--- src/hdl/bcmp_pkg.sv ---
package bcmp_pkg;

	localparam int NSTG = 10;

	typedef logic [NSTG:1] stg_vec_t;

	typedef enum logic [2:0] {
		CFG_T1   = 3'd0,
		CFG_T2   = 3'd1,
		CFG_T3   = 3'd2,
		CFG_P1   = 3'd3,
		CFG_P2   = 3'd4,
		CFG_P5   = 3'd5,
		CFG_P6   = 3'd6,
		CFG_PACK = 3'd7
	} cfg_idx_t;

	// p1m / p2m hold the calibration word minus the sensitivity bias
	typedef struct packed {
		logic        [15:0] t1;
		logic signed [15:0] t2;
		logic signed [7:0]  t3;
		logic signed [16:0] p1m;
		logic signed [16:0] p2m;
		logic        [15:0] p5;
		logic signed [15:0] p6;
		logic signed [7:0]  p3;
		logic signed [7:0]  p4;
		logic signed [7:0]  p7;
		logic signed [7:0]  p8;
		logic signed [7:0]  p10;
		logic signed [7:0]  p11;
		logic signed [15:0] p9;
	} cal_t;

	localparam logic signed [16:0] CAL_BIAS = 17'sd16384;

	localparam cal_t CAL_RESET = '{
		t1:  16'd0,
		t2:  16'sd0,
		t3:  8'sd0,
		p1m: -CAL_BIAS,
		p2m: -CAL_BIAS,
		p5:  16'd0,
		p6:  16'sd0,
		p3:  8'sd0,
		p4:  8'sd0,
		p7:  8'sd0,
		p8:  8'sd0,
		p10: 8'sd0,
		p11: 8'sd0,
		p9:  16'sd0
	};

endpackage

--- src/hdl/bcmp_ctrl.sv ---
module bcmp_ctrl (
	input  logic                clk,
	input  logic                arst_n,
	input  logic                in_valid,
	input  logic                out_stall,
	output bcmp_pkg::stg_vec_t  en,
	output logic                in_stall,
	output logic                out_valid
);
	import bcmp_pkg::*;

	stg_vec_t vld_q;
	logic     acc_in;
	logic     acc_out;

	// a stage loads when the output is not stalled or when it or any stage after it is empty
	for (genvar k = 1; k <= NSTG; k++) begin : g_en
		assign en[k] = !out_stall || !(&vld_q[NSTG:k]);
	end

	assign in_stall  = !en[1];
	assign out_valid = vld_q[NSTG];
	assign acc_in    = in_valid && en[1];
	assign acc_out   = vld_q[NSTG] && !out_stall;

	always_ff @(posedge clk or negedge arst_n) begin
		if (!arst_n) begin
			vld_q <= '0;
		end else begin
			if (en[1]) begin
				vld_q[1] <= in_valid;
			end
			for (int k = 2; k <= NSTG; k++) begin
				if (en[k]) begin
					vld_q[k] <= vld_q[k-1];
				end
			end
		end
	end

	a_count: assert property (@(posedge clk) disable iff (!arst_n)
		$past(arst_n) |-> ($countones(vld_q) ==
			$past($countones(vld_q)) + 32'($past(acc_in)) - 32'($past(acc_out))))
		else $error("item count in pipeline inconsistent");

	a_hold_first: assert property (@(posedge clk) disable iff (!arst_n)
		!en[1] |=> vld_q[1])
		else $error("stalled first stage lost its item");

	a_no_repeat: assert property (@(posedge clk) disable iff (!arst_n)
		(acc_out && !vld_q[NSTG-1]) |=> !vld_q[NSTG])
		else $error("delivered item repeated");

endmodule

--- config.mk ---
export PLATFORM = sky130hd
export DESIGN_NAME = bcmp_ctrl
export DESIGN_NICKNAME = d
export VERILOG_FILES = /design/src/hdl/bcmp_pkg.sv /design/src/hdl/bcmp_ctrl.sv
export SDC_FILE = /design/constraint.sdc
export NUM_CORES = 1
export LEC_CHECK = 0
export BUFFER_PORTS_ARGS = -buffer_cell sky130_fd_sc_hd__buf_2
export CAP_MARGIN = 15
export CORE_AREA = 5 5 42 44
export CTS_CLUSTER_SIZE = 28
export DETAILED_ROUTE_END_ITERATION = 10
export DIE_AREA = 0 0 47 49
export GPL_TIMING_DRIVEN = 0
export HOLD_SLACK_MARGIN = 0.08
export SYNTH_ARGS = -nofsm -noshare
export SYNTH_HDL_FRONTEND = slang
export SYNTH_SLANG_ARGS = --single-unit
--- constraint.sdc ---
create_clock -name clk -period 1.5 [get_ports clk]
set_input_delay 0.15 -clock clk [delete_from_list [all_inputs] [get_ports clk]]
set_output_delay 0.15 -clock clk [all_outputs]
set_load 0.005 [all_outputs]
# After elaboration in Yosys (flattened, before gate mapping)
# Index checks and enable logic that the tools add are counted.
# totals
register_bits	10
out_inout_bits	12
word_cells	41
# classes
reduce_logical	31
# ops
op	count
$logic_not A1 Y1	12
$logic_or A1 B1 Y1	10
$reduce_and A10 Y1	1
$reduce_and A9 Y1	1
$reduce_and A8 Y1	1
$reduce_and A7 Y1	1
$reduce_and A6 Y1	1
$reduce_and A5 Y1	1
$reduce_and A4 Y1	1
$reduce_and A3 Y1	1
$reduce_and A2 Y1	1

# Longest topological paths before layout
# depth
ltp_word	4
ltp_mapped	4
mapped_depth_nobuf	3

# Worst setup path after synthesis
# OpenSTA, ideal clock, no wires.
# synth_path
path_kind	register to output
startpoint	register vld_q[9]
endpoint	output en[0]
arrival_time_ns	1.048
required_time_ns	1.350
path_slack_ns	0.302
path_stages_with_launch	4
n_path_buf	0
cell_sequence	dfrtp_1 > and4_4 > inv_2 > or3_1
# synth_between
elab_chain_cells	3
# synth_lines
element	line_no	source
start, declared	bcmp_ctrl.sv:12	stg_vec_t vld_q;
start signal, assigned by index	bcmp_ctrl.sv:35	vld_q[k] <= vld_q[k-1];
$reduce_and A10 Y1	bcmp_ctrl.sv:18	assign en[k] = !out_stall || !(&vld_q[NSTG:k]);
$logic_not A1 Y1	bcmp_ctrl.sv:18	
$logic_or A1 B1 Y1	bcmp_ctrl.sv:18	
end, declared	bcmp_ctrl.sv:6	output bcmp_pkg::stg_vec_t en,
# No other way between the ends.

# Worst setup path in the final report
# layout_path
startpoint	register vld_q[7]
endpoint	output en[0]
# Same word-level chain as after synthesis.

==> impl_metrics.ini <==
[run_status]
outcome = finished, violations left
violations = negative setup slack

[final_layout]
layout.cells.non_filler = 82
final_cell_mix = sky130_fd_sc_hd__buf_2 (15), sky130_fd_sc_hd__buf_4 (8), sky130_fd_sc_hd__dfrtp_1 (8), sky130_fd_sc_hd__nand3_1 (4)
drive_gt1_frac = 0.515
commonest_non_fill_non_tap_cell_in_the_layout = sky130_fd_sc_hd__buf_2
biggestRegsByFlops = vld_q: 10 flops
num_antenna_cells = 0
number_of_flip_flops_in_the_largest_register = 10
layout.cell_area.non_filler_um2 = 646
top_register = vld_q
nets = 71
final.fill_count = 143
areaGrowthSynthToFinish_pct = 49.1

[clock_tree]
cts_num_sinks = 10
cts-root-to-sink-buffers = 2
cts_tree = yes
clk_pin_slew_ns = 0.06
ctsHtreeMaxLevel = 1
clk_latency_ns = 0.27
clock-root-buffer = sky130_fd_sc_hd__clkbuf_4
cts-buffers-inserted = 3

[placement]
post_dp_cell_area_um2 = 528
placement.io_buffers = 15
finalWeightedCongestion = 0.677
detailedPlacementHpwl_um = 707
dp.cells = 70

[timing]
clock.fmax_ghz = 0.657
worst_pin_slew_ns = 0.218
maxSlewHeadroom = 0.855
final.setup.worst_slack_ns = -0.0229
clock-skew-final_ns = 0.00488
setup_viol_count_final = 1
finalWorstPathRequiredPeriod_ns = 1.52
setup_repair_after_global_routing_missed_its_margin = yes
final-max-slew-violation-count = 0
final-hold-violation-count = 0
fraction_of_the_cycle_the_final_worst_path_needs = 1.02
fin_worst_hold_slack_ns = 0.137

[floorplan]
dieWidth_um = 47
boundary_pin_count = 16
core_area_um2 = 1400
row_count = 14
initial_utilization = 0.309
die_y_um = 49
design.die.area_um2 = 2300

[synth]
synthesis.yosys.warnings = 0
post_synth_num_cell_types = 16
synth_seq_cells = 10
synth_cells = 39
syn_area_per_cell_um2 = 11.1
syn-num-nets = 43
synth_sequential_area_ratio = 0.578
syn_area_um2 = 433

[grt]
groute.usage.overall = 0.102
grt_start_max_net_pins = 11
grt_pass1_wl_um = 1640
grt_antenna_before_repair = 0
remaining_global_route_overflow = 0
via_count_of_the_first_global_routing_pass = 382

[power_and_ir_drop]
vdd_ir_drop_max_mv = 0.597
power_density_nw_per_um2 = 1380
power.static_leakage_uw = 0.000295

[detailed_routing]
initialDrtViolationCount = 4
routed_wirelength_um = 987
route.detailed.vias_per_inst = 4.82
wl_per_cell_um = 12.0
ant_nets = 0
vias = 395
detailedRoute.firstPassIterationCount = 4
detail_route.drc_violations = 0

[critical_path]
cp_data_required_time_ns = 1.35
worst_setup_path_end_kind = output pin
crit_path_start_kind = register
timing.critical_path.arrival_ns = 1.37
timing_worst_setup_path_type = register to output pin
critPathMaxFanout = 4

[min_path]
min-delay-path-class = input pin to register

[run]
max-cap-violations = 0
per-stage QoR:
step | setup TNS (ns) | setup WS, ns | power, uW | utilization
final | -0.0229 | -0.0229 | 888 | 0.461
after global routing | -0.144 | -0.0881 | 954 | 0.461
after CTS | -0.0334 | -0.0334 | 845 | 0.437
after detailed placement | 0 | 0.158 | 562 | 0.377
after global placement | 0 | 0.163 | 558 | 0.377
after floorplan | 0 | 0.302 | 484 | -
Yosys cell counts (all sizes together):
master / count / area (um2)
a21o: 2 / 15.0
a31o: 2 / 17.5
a41o: 2 / 20.0
and4: 2 / 20.0
buf: 3 / 15.0
dfrtp: 10 / 250
inv: 2 / 7.50
nand2: 3 / 11.3
nand2b: 3 / 18.8
nand3: 4 / 20.0
nand4: 3 / 18.8
nor3: 1 / 5.00
o31ai: 1 / 7.51
or3: 1 / 6.26
path summary, 6_finish.rpt:
path | depth (start not counted) | slack, ns | start | end
worst max-delay path | 4 | -0.02 | vld_q[7]$_DFFE_PN0P_ | en[0]
worst min-delay path | 3 | 0.14 | out_stall | vld_q[9]$_DFFE_PN0P_
worst max register to register | 4 | 0.34 | vld_q[6]$_DFFE_PN0P_ | vld_q[2]$_DFFE_PN0P_
worst min register to register | 1 | 0.48 | vld_q[7]$_DFFE_PN0P_ | vld_q[8]$_DFFE_PN0P_
max in group asynchronous | 2 | 1.03 | arst_n | vld_q[5]$_DFFE_PN0P_
min in group asynchronous | 2 | 0.26 | arst_n | vld_q[0]$_DFFE_PN0P_
cell type report:
cell class | count | area [um2] | share of cell area
Sequential cell | 10 | 253 | 0.391
Inverter | 2 | 10.0 | 0.0155
Multi-Input combinational cell | 24 | 160 | 0.248
Tap cell | 16 | 20.0 | 0.0310
Timing Repair Buffer | 23 | 140 | 0.217
Clock buffer | 4 | 36.3 | 0.0562
Buffer | 3 | 26.3 | 0.0407
timing repair:
item | in CTS | in global routing
setup endpoints to repair | 4 | 8
gates cloned | 0 | 0
setup buffers | 3 | 3
hold buffers | 2 | 0
resized for setup | 2 | 6
pin swaps | 2 | 0
hold endpoints to repair | 11 | 0
where the power goes:
group	leakage [uW]	total (uW)	internal, uW	switching (uW)
Combinational	0.000168	289	162	126
Sequential	0.000106	353	315	38.4
Clock	0.0000210	247	148	99.0
Total	0.000295	888	625	264
logic make-up (layout without fill, tap and decap cells):
group	count (synthesis)	after routing	synth area share
flops	10	10	0.578
simple gates	17	17	0.231
buf+inv	5	32	0.0520
compound gates	7	7	0.139
metal layers:
metal | routed length (um) | share of wire | GRT usage | vias up
met4 | 40 | 0.041 | 0.0829 | 0
met1 | 445 | 0.45 | 0.127 | 177
met5 | 0 | 0 | 0 | -
met3 | 75 | 0.076 | 0.0332 | 5
met2 | 426 | 0.43 | 0.136 | 12
li1 | - | - | - | 201
critical path, stage by stage, from the launching register on:
cell                      delay (ns)
sky130_fd_sc_hd__dfrtp_1        0.35
sky130_fd_sc_hd__and4_4         0.27
sky130_fd_sc_hd__inv_4          0.04
sky130_fd_sc_hd__or3_1          0.31
sky130_fd_sc_hd__buf_2          0.13
No activity file was read; power rests on OpenSTA's default activity.
