===== config.mk =====
export PLATFORM = sky130hd
export DESIGN_NAME = bcmp_cfg
export DESIGN_NICKNAME = d
export VERILOG_FILES = /design/src/hdl/bcmp_pkg.sv /design/src/hdl/bcmp_cfg.sv
export SDC_FILE = /design/constraint.sdc
export NUM_CORES = 1
export LEC_CHECK = 0
export ABC_AREA = 1
export BUFFER_PORTS_ARGS = -buffer_cell sky130_fd_sc_hd__buf_2
export CORE_MARGIN = 2
export CORE_UTILIZATION = 49
export DETAILED_ROUTE_END_ITERATION = 16
export HOLD_SLACK_MARGIN = 0.12
export PLACE_DENSITY_LB_ADDON = 0.3
export SETUP_SLACK_MARGIN = 0.3
export SKIP_LAST_GASP = 1
export SLEW_MARGIN = 20
export SYNTH_ARGS = -nofsm -noshare
export SYNTH_HDL_FRONTEND = slang
export SYNTH_SLANG_ARGS = --single-unit

===== constraint.sdc =====
create_clock -name clk -period 0.97 [get_ports clk]
set_clock_uncertainty 0.15 [all_clocks]
set_input_delay 0.097 -clock clk [delete_from_list [all_inputs] [get_ports clk]]
set_output_delay 0.097 -clock clk [all_outputs]
set_load 0.02 [all_outputs]

===== src/hdl/bcmp_pkg.sv =====
package bcmp_pkg;

	localparam int NSTG = 10;

	typedef logic [NSTG:1] stg_vec_t;

	typedef enum logic [2:0] {
		CFG_T1   = 3'd0,
		CFG_T2   = 3'd1,
		CFG_T3   = 3'd2,
		CFG_P1   = 3'd3,
		CFG_P2   = 3'd4,
		CFG_P5   = 3'd5,
		CFG_P6   = 3'd6,
		CFG_PACK = 3'd7
	} cfg_idx_t;

	// p1m / p2m hold the calibration word minus the sensitivity bias
	typedef struct packed {
		logic        [15:0] t1;
		logic signed [15:0] t2;
		logic signed [7:0]  t3;
		logic signed [16:0] p1m;
		logic signed [16:0] p2m;
		logic        [15:0] p5;
		logic signed [15:0] p6;
		logic signed [7:0]  p3;
		logic signed [7:0]  p4;
		logic signed [7:0]  p7;
		logic signed [7:0]  p8;
		logic signed [7:0]  p10;
		logic signed [7:0]  p11;
		logic signed [15:0] p9;
	} cal_t;

	localparam logic signed [16:0] CAL_BIAS = 17'sd16384;

	localparam cal_t CAL_RESET = '{
		t1:  16'd0,
		t2:  16'sd0,
		t3:  8'sd0,
		p1m: -CAL_BIAS,
		p2m: -CAL_BIAS,
		p5:  16'd0,
		p6:  16'sd0,
		p3:  8'sd0,
		p4:  8'sd0,
		p7:  8'sd0,
		p8:  8'sd0,
		p10: 8'sd0,
		p11: 8'sd0,
		p9:  16'sd0
	};

endpackage


===== src/hdl/bcmp_cfg.sv =====
module bcmp_cfg (
	input  logic                clk,
	input  logic                arst_n,
	input  logic                cfg_valid,
	input  logic [2:0]          cfg_index,
	input  logic [63:0]         cfg_data,
	output logic                cfg_ready,
	output bcmp_pkg::cal_t      cal
);
	import bcmp_pkg::*;

	cal_t cal_q;

	assign cfg_ready = 1'b1;
	assign cal       = cal_q;

	always_ff @(posedge clk or negedge arst_n) begin
		if (!arst_n) begin
			cal_q <= CAL_RESET;
		end else if (cfg_valid) begin
			unique case (cfg_idx_t'(cfg_index))
				CFG_T1: begin
					cal_q.t1 <= cfg_data[15:0];
				end
				CFG_T2: begin
					cal_q.t2 <= $signed(cfg_data[15:0]);
				end
				CFG_T3: begin
					cal_q.t3 <= $signed(cfg_data[7:0]);
				end
				CFG_P1: begin
					cal_q.p1m <= $signed({1'b0, cfg_data[15:0]}) - CAL_BIAS;
				end
				CFG_P2: begin
					cal_q.p2m <= 17'($signed(cfg_data[15:0])) - CAL_BIAS;
				end
				CFG_P5: begin
					cal_q.p5 <= cfg_data[15:0];
				end
				CFG_P6: begin
					cal_q.p6 <= $signed(cfg_data[15:0]);
				end
				CFG_PACK: begin
					cal_q.p3  <= $signed(cfg_data[7:0]);
					cal_q.p4  <= $signed(cfg_data[15:8]);
					cal_q.p7  <= $signed(cfg_data[23:16]);
					cal_q.p8  <= $signed(cfg_data[31:24]);
					cal_q.p10 <= $signed(cfg_data[39:32]);
					cal_q.p11 <= $signed(cfg_data[47:40]);
					cal_q.p9  <= $signed(cfg_data[63:48]);
				end
			endcase
		end
	end

endmodule


; ---- After elaboration in Yosys (flattened, before gate mapping)
; Index checks and enable logic that the tools add are counted.
; W data, S select, Z words.
[totals]
register_bits = 170
word_cells = 32
[op_classes]
n_addsub = 2
eq_ne = 7
n_reduce_logical = 9
[op_table]
columns = cell, count
row1 = $sub A16 B15 Y17 const B, 1
row2 = $sub A16 B16 Y17 const B, 1
row3 = $reduce_and A2 Y1, 8
row4 = $eq A3 B3 Y1 const B, 4
row5 = $eq A3 B2 Y1 const B, 2
row6 = $eq A3 B1 Y1 const B, 1
row7 = $logic_not A3 Y1, 1

; ---- Logic depth before layout (Yosys ltp)
; Gate-level depths: netlist (run 1).
[logic_depth]
depth_word = 2
ltp_mapped = 7
ltp_nobuf = 5

; ---- Worst setup path before layout (run 1)
; No wires, ideal clock.
[synth_path]
path_type = input to register
from = in cfg_valid
to = reg cal_q, in the netlist cal[56]
setup_ps = 65
arrival_time_ps = 896
required_time_ps = 755
setup_slack_ps = -141
path_stages = 7
n_path_buf = 2
path_cell_list = nand2_1 -> inv_2 -> buf_4 -> nand2_2 -> buf_2 -> nand2_1 -> nand2_1
[synth_between]
elab_chain_len = 1
[synth_lines]
columns = item, line
row1 = from (decl), bcmp_cfg.sv:4  ; input logic cfg_valid,
row2 = $reduce_and A2 Y1 (no source line), -
row3 = to (decl), bcmp_cfg.sv:12  ; cal_t cal_q;
; Every way passes these cells.
; A chain may end at the register's enable or synchronous reset.

; ---- Worst setup path in the final report (run 1)
[layout_path]
from = reg cal_q, in the netlist cal[111]
to = out cal[111] (netlist bit)
[layout_rtl]
columns = item, line
row1 = to (decl), bcmp_cfg.sv:8  ; output bcmp_pkg::cal_t cal
; No word-level cell between the ends.

==> results.md, run 1 <==
- Status: complete, but fails checks
- Failing checks: negative hold slack, negative setup slack
- Placed cell count: 1165
- # nets final: roughly 1100
- Post-DR wirelength/cell: between 15 and 20 um
- Worst setup SP type: flop
- Pleak: 5.63 nW
- CTS Buffer Depth: 2
- Endpoints failing hold: about 330
- Initial Util: 0.500
- Grt ovf: 0
- Share of the synthesized area in the top cell type: 0.619
- Initial drt markers: 470
- RSZ-0062 raised after global routing: yes
- Cells after Synth: 753
- Max FFs per register: between 150 and 200
- CP endpoint kind: primary output
- Vias: around 6700
- Footprint of the multi-input gates: about 0.0025 sq mm
- PwrDens: around 2200 mW/mm^2
- N_diodes: 0
- CTS buffer count: 17
- Core area: between 0.01 and 0.015 sq mm
- Std-Cell Rows: 42
- WP buf/inv: 1
- Slowest cell on the critical path: dfstp_2
- Largest net degree at the start of global routing: between 50 and 60
- DPL Wire Length: approximately 13000 um
- Sequential share of the synthesized area: 0.643
- Commonest non-fill, non-tap cell in the layout: nand2_1
- Drt drc: 0
- Initial antenna violation count: 0
- DR vias/cell: 5.34
- Gr usage total: 0.312
- Crit path DAT: 1.11 ns
- Post-route insts no fill: around 1200
- Crit. Startpoint: cal[111]
- Tcrit/Tclk final: 1.40
- Syn_nets: roughly 830
- Fin. max-slew vios: 0
- Setup WS post-layout: -0.386 ns
- Yosys reg bits: 170
- Hold_buf cts: 4
- Crit. path cell count: 1
- First-pass GRT wire length: ~34000 um
- Htree depth: 4
- Fmax: around 740 MHz
- Syn-to-layout area delta: 67.2%
- IO Pins: between 200 and 250
- Port Buf Inserts: between 200 and 250
- CP endpoint: cal[111]
- Top cells by area, synth: dfrtp_1 62%, nand2_1 26%, nand3_1 4.2%, dfstp_2 2.4%, buf_2 1.7%
- Gp weighted congestion: 0.795
- Max-cap violation count: 0
- Min-Delay Path Class: input pin to async pin
- Netlist cell types: 16
- Layout cells sized above 1: 0.592
- Area leader, netlist: dfrtp_1
- Post-Syn Area per Cell: approximately 9 sq um
- Root Driver: clkbuf_16
- Fillers: around 670
- Skew-Pair Late Insertion Delay: around 0.42 ns
- Die ar.: roughly 0.014 sq mm
- Reg2Reg Depth: 4
- Most frequent cells in the layout: 362 x nand2_1, 217 x buf_6, 164 x dfrtp_2, 87 x nand2_2, 65 x buf_2
- DRT antenna net count: 0
- Delay-heaviest family, CP: flip-flops
- R2R Setup Slk: -0.04 ns
- Synth Cell Area: roughly 0.0066 sq mm
- RR Endpoint: cal[75]
- CP max FO: 2
- Detailed Routing Iterations Pass 1: 5
- WS Path Type: flop to primary output
- Minimum clock period: 1.36 ns
- Die W: about 120 um
- Fin Hold WS: -0.657 ns
- TritonCTS Sinks: 170
- FF/Latch Area: roughly 0.0045 sq mm
- Final Instance Area: about 0.011 sq mm
- CTS tree: built
- Vias in the first global route: around 6300
- Placement Cell Area: 0.00860 sq mm
- Crit path cell chain: buf_6
- Fin util: 0.837
- Worst VDD drop: roughly 1500 uV
- Die Height: between 100 and 150 um
- CTS clk-pin slew, worst paths: ~0.060 ns
- Final wirelength: around 25000 um
- Endpoints failing setup: around 180
- Synth warnings: 0
- Required time of the critical path: roughly 0.72 ns
- RR Startpoint: cal[75]
- Biggest cell delay along the critical path: approximately 0.56 ns
[worst min-delay path by stage]
stage	startpoint	to	slack, ns	cells past startpoint
finish	arst_n	cal[46]	-0.66	1
global route	arst_n	cal[48]	-0.66	1
CTS	arst_n	cal[105]	-0.66	1
detailed placement	arst_n	cal[105]	-0.21	1
global placement	arst_n	cal[107]	-0.21	1
floorplan	arst_n	cal[0]	-0.35	0
[cells by family after synthesis]
family                   Yosys count  share of synthesized area
AND/OR/NAND/NOR                  531                      0.319
adder cells (fa/ha/maj)            2                    0.00378
flip-flops                       170                      0.643
other                              1                   0.000566
buffers and inverters             49                     0.0338
[final cells by class]
class	instances	area share
Clock buffer	29	0.0461
Inverter	9	0.00711
Multi-Input combinational cell	534	0.228
Sequential cell	170	0.403
Clock inverter	2	0.000903
Timing Repair Buffer	327	0.295
Tap cell	176	0.0199
[synthesized netlist by cell type]
library cell  instances
nand3_1              56
inv_2                 1
dfstp_2               6
buf_4                 3
conb_1                1
nand2_1             460
nor2_1                2
nor2_2                3
buf_2                23
nand2_2               6
clkbuf_1             14
nor2_4                3
ha_1                  2
nand3b_1              1
inv_1                 8
dfrtp_1             164
[repair_timing]
| action | CTS | global route |
|---|---|---|
| buffers inserted | 19 | 28 |
| gates resized for setup | 377 | 119 |
| endpoints found under the setup margin | 340 | 340 |
| pin swaps | 38 | 30 |
| endpoints found under the hold margin | 340 | 336 |
[metrics by stage]
step | total power, W | setup slack (ns) | setup TNS (ns)
6_report | 0.0244 | -0.386 | -44.44
5_1_grt | 0.0252 | -0.408 | -48.66
4_1_cts | 0.0231 | -0.376 | -43.19
3_5_place_dp | 0.0148 | -0.310 | -45.93
3_3_place_gp | 0.0146 | -0.294 | -42.14
2_1_floorplan | 0.0125 | 0.0324 | 0
[metal layers]
metal  wire length, um  vias to the layer above  global-route usage
met5                 0                        -                   0
li1                  -                     2918                   -
met3              2080                       93              0.0759
met4              1210                        0               0.143
met1              8990                     3270               0.384
met2             12600                      380               0.522
[report_power, final]
| part | total (W) | internal, W | switching, W |
|---|---|---|---|
| Clock | 0.00623 | 0.00353 | 0.00270 |
| Combinational | 0.00819 | 0.00405 | 0.00414 |
| Sequential | 0.00994 | 0.00871 | 0.00123 |
Note: power is estimated with default switching activity, not from simulation.
==> inputs of run 2 (changes only) <==
- CTS_BUF_LIST: default -> sky130_fd_sc_hd__clkbuf_16
==> run 2 against run 1 <==
Effect of this change:
- the flow still finishes with violations (negative hold slack, negative setup slack)
- flip-flop and latch count stayed put
- worst hold slack worse by 0.0045 ns
- global-route usage is 0.73 points lower
- via count is 0.35% higher
- final area is 0.20% lower
- sequential share of layout area is 0.082 points higher
==> results.md, run 2 (same netlist as run 1, synthesis figures left out) <==
- Std-Cell Rows: 42
- R2R Setup Slk: -0.09 ns
- Die Height: about 120 um
- Htree depth: 4
- CTS tree: built
- Seq pwr share: 0.414
- RR Endpoint: cal[10]
- WP buf/inv: 1
- RR Startpoint: cal[10]
- Skew-Pair Late Insertion Delay: roughly 0.42 ns
- Vias: roughly 6700
- Fillers: ~670
- DPL Wire Length: between 10000 and 15000 um
- Initial drt markers: roughly 460
- Worst setup SP type: flop
- Largest net degree at the start of global routing: 53
- RSZ-0062 raised after global routing: yes
- Endpoints failing setup: between 150 and 200
- Int Pwr: between 0.015 and 0.02 W
- Fin. max-slew vios: 0
- Endpoints failing hold: 332
- Gr usage total: 0.304
- Tcrit/Tclk final: 1.40
- # nets final: roughly 1100
- Port Buf Inserts: 239
- Min-Delay Path Class: input pin to async pin
- CTS buffer count: 17
- Pleak: 5.66 nW
- Die W: about 120 um
- Max FFs per register: 170
- Layout cells sized above 1: 0.588
- Sw Share: 0.337
- Post-DR wirelength/cell: 20.0 um
- Failing checks: negative hold slack, negative setup slack
- Hold_buf cts: 3
- Fmax: 736 MHz
- TritonCTS Sinks: 170
- IO Pins: 241
- Initial Util: 0.500
- Status: complete, but fails checks
- Vias in the first global route: 6298
- Reg2Reg Depth: 4
- Die ar.: 0.0145 sq mm
- Required time of the critical path: between 0.7 and 0.8 ns
- CP max FO: 2
- Max-cap violation count: 0
- Commonest non-fill, non-tap cell in the layout: nand2_1
- Comb power frac: 0.343
- Worst VDD drop: approximately 1500 uV
- CP endpoint kind: primary output
- N_diodes: 0
- Footprint of the multi-input gates: ~0.0025 sq mm
- Fin Hold WS: -0.662 ns
- Syn-to-layout area delta: 66.9%
- First-pass GRT wire length: around 33000 um
- Detailed Routing Iterations Pass 1: 5
- Delay-heaviest family, CP: flip-flops
- FF/Latch Area: 0.00447 sq mm
- Final Instance Area: between 0.01 and 0.015 sq mm
- Gp weighted congestion: between 0.7 and 0.8
- CTS Buffer Depth: 2
- Clock share of power: 0.243
- Setup WS post-layout: -0.388 ns
- PwrDens: around 2200 mW/mm^2
- Final wirelength: between 20000 and 25000 um
- Placement Cell Area: between 0.008 and 0.009 sq mm
- WS Path Type: flop to primary output
- Most frequent cells in the layout: 365 x nand2_1, 221 x buf_6, 164 x dfrtp_2, 86 x nand2_2, 65 x buf_2
- Minimum clock period: about 1.4 ns
- Crit path DAT: approximately 1.1 ns
- Core area: ~0.013 sq mm
- Root Driver: clkbuf_16
- Slowest cell on the critical path: dfstp_2
- CTS clk-pin slew, worst paths: roughly 0.06 ns
- Crit path cell chain: buf_6
- Drt drc: 0
- DRT antenna net count: 0
- DR vias/cell: 5.35
- Biggest cell delay along the critical path: roughly 0.56 ns
- Grt ovf: 0
- Initial antenna violation count: 0
- Net Sw Power: 0.00809 W
==> run 2: per-stage QoR <==
step / utilization / cells / TNS, ns / power (W) / worst slack [ns]
6_report: 0.835 / 1250 / -44.62 / 0.0240 / -0.388
5_1_grt: 0.835 / 1250 / -48.20 / 0.0249 / -0.401
4_1_cts: 0.790 / 1220 / -43.27 / 0.0227 / -0.375
3_5_place_dp: 0.650 / 1165 / -45.93 / 0.0148 / -0.310
3_3_place_gp: 0.650 / 1165 / -42.14 / 0.0146 / -0.294
2_1_floorplan: - / 753 / 0 / 0.0125 / 0.0324
==> run 2: metal layers <==
metal / up-vias / GRT usage / routed length, um
met2: 386 / 0.514 / 12500
met3: 85 / 0.0811 / 2160
met5: - / 0 / 0
met1: 3286 / 0.368 / 9250
li1: 2927 / - / -
met4: 0 / 0.134 / 1050
==> run 2: how the worst max path moves through the flow <==
stage	start	to	slack, ns	cells after the start
final	cal[110]	cal[110]	-0.39	1
after global routing	cal[110]	cal[110]	-0.40	1
after CTS	cal[128]	cal[128]	-0.38	1
after detailed placement	cfg_valid	cal[169]	-0.31	7
after global placement	cfg_valid	cal[169]	-0.29	7
after floorplan	cfg_valid	cal[159]	0.03	6
==> run 2: final cells by class <==
class	count	area share
clock buffer	17	0.0385
clock inverter	14	0.00498
inverter	9	0.00713
multi-input combinational	534	0.227
sequential	170	0.404
tap	176	0.0199
timing repair buffer	330	0.299
==> run 2: power groups by stage <==
stage / logic (W) / clock network (W) / registers, W
3_3_place_gp: 0.00518 / 0 / 0.00943
2_1_floorplan: 0.00127 / 0 / 0.0112
3_5_place_dp: 0.00530 / 0 / 0.00946
5_1_grt: 0.00869 / 0.00617 / 0.0100
4_1_cts: 0.00727 / 0.00572 / 0.00973
6_report: 0.00825 / 0.00583 / 0.00994
==> run 2: repair_timing <==
action,CTS,global route
pin swaps,39,32
buffers inserted,21,30
gates resized for setup,379,116
cloned,0,0
setup endpoints to repair,340,340
endpoints found under the hold margin,340,337
==> inputs of run 3 (changes only) <==
- PLACE_DENSITY: default -> 0.79
- PLACE_DENSITY_LB_ADDON: 0.3 -> default
==> run 3 against run 2 <==
Effect of this change:
- the run still ends with negative hold slack, negative setup slack left
- first-iteration DRC count is 37% higher
- worst hold slack lost 0.015 ns
- clock power grew 10%
- flip-flop and latch count unchanged
- non-clock buffer count up 20
- worst setup slack got worse by 0.011 ns
- core utilization is 2.8 points higher
- largest cell class unchanged
==> results.md, run 3 (same netlist as run 1, synthesis figures left out) <==
- WP buf/inv: 1
- Min-Delay Path Class: input pin to async pin
- N_diodes: 0
- R2R Setup Slk: -0.08 ns
- Placed cell count: roughly 1200
- Met2 wire length: around 14000 um
- Worst VDD drop: between 1500 and 2000 uV
- Delay-heaviest family, CP: flip-flops
- CTS buffer count: 17
- Slowest cell on the critical path: dfstp_2
- Gr usage total: 0.328
- Initial drt markers: 625
- DR vias/cell: between 5 and 6
- Root Driver: clkbuf_16
- Worst setup SP type: flop
- Tcrit/Tclk final: 1.41
- # nets final: around 1200
- Setup WS post-layout: -0.399 ns
- Largest net degree at the start of global routing: between 50 and 60
- Die Height: between 100 and 150 um
- Initial Util: 0.500
- Gp weighted congestion: between 0.8 and 0.9
- Max-cap violation count: 0
- Std-Cell Rows: 42
- PwrDens: between 2000 and 2500 mW/mm^2
- WS Path Type: flop to primary output
- Die W: about 120 um
- Top Layer Used: met4
- Max FFs per register: 170
- CTS tree: built
- Post-route insts no fill: 1271
- Layout cells sized above 1: 0.603
- Final wirelength: around 26000 um
- Die ar.: roughly 0.014 sq mm
- DPL Wire Length: about 14000 um
- Detailed Routing Iterations Pass 1: 5
- RSZ-0062 raised after global routing: yes
- TritonCTS Sinks: between 150 and 200
- Syn-to-layout area delta: 72.5%
- CTS Buffer Depth: 2
- Required time of the critical path: 0.72 ns
- Fin Hold WS: -0.677 ns
- Endpoints failing setup: 190
- CP max FO: 2
- Port Buf Inserts: roughly 240
- Most frequent cells in the layout: 359 x nand2_1, 232 x buf_6, 164 x dfrtp_2, 84 x nand2_2, 64 x buf_2
- Biggest cell delay along the critical path: 0.56 ns
- Minimum clock period: roughly 1.4 ns
- Initial antenna violation count: 0
- Post-DR wirelength/cell: slightly above 20 um
- Met1 WL: between 9000 and 10000 um
- Htree depth: 4
- Skew-Pair Late Insertion Delay: 0.43 ns
- Fin. max-slew vios: 0
- IO Pins: between 200 and 250
- First-pass GRT wire length: roughly 36000 um
- Grt ovf: 0
- Hold_buf cts: 12
- DRT antenna net count: 0
- Fmax: 730 MHz
- Pleak: a little under 6 nW
- Vias in the first global route: 6760
- Drt drc: 0
- Core area: 0.0132 sq mm
- Commonest non-fill, non-tap cell in the layout: nand2_1
- Place WS: -0.343 ns
- Routed wl met3: ~1900 um
- Vias: ~6800
- Endpoints failing hold: about 320
- Status: complete, but fails checks
- Crit path DAT: between 1 and 1.5 ns
- CTS clk-pin slew, worst paths: roughly 0.070 ns
- Failing checks: negative hold slack, negative setup slack
- Crit path cell chain: buf_6
- CP endpoint kind: primary output
run 3: path summary, 6_finish.rpt:
kind,from,to,cells after the start
max in group asynchronous,arst_n,cal[127],2
min reg2reg,cal[128],cal[128],2
max reg2reg,cal[144],cal[144],4
min,arst_n,cal[67],1
min in group clk,cfg_data[61],cal[13],3
max,cal[112],cal[112],1
run 3: power breakdown:
group          internal [W]  leakage (nW)  switching, W
Clock               0.00352         0.263       0.00291
Combinational       0.00424          3.60       0.00423
Sequential          0.00871          1.92       0.00130
run 3: per-stage QoR:
step                      hold slack (ns)  setup TNS, ns  area [sq um]  total power (W)   util
final                              -0.677         -46.74         11400           0.0249  0.863
after global routing               -0.677         -49.85         11400           0.0258  0.863
after CTS                          -0.677         -44.60         10700           0.0235  0.806
after detailed placement           -0.227         -43.92          8600           0.0147  0.649
after global placement             -0.228         -38.52          8600           0.0146  0.649
after floorplan                    -0.349              0          7060           0.0125      -
run 3: timing repair:
item,CTS,global route
buffers inserted,26,32
gates cloned,0,1
gates resized for setup,380,149
pin swaps,40,40
endpoints found under the setup margin,340,340
endpoints found under the hold margin,340,328
run 3: routing by layer:
metal,vias to the layer above,track usage
met5,-,0
met4,0,0.174
met3,105,0.0703
met2,387,0.556
met1,3355,0.393
li1,2954,-
run 3: final cells by class:
type | count | area (sq um)
clock inverter | 15 | 128
timing repair buffer | 350 | 3540
inverter | 9 | 78.8
clock buffer | 17 | 425
tap | 176 | 220
multi-input combinational | 534 | 2570
sequential | 170 | 4470
fill | 632 | 1810
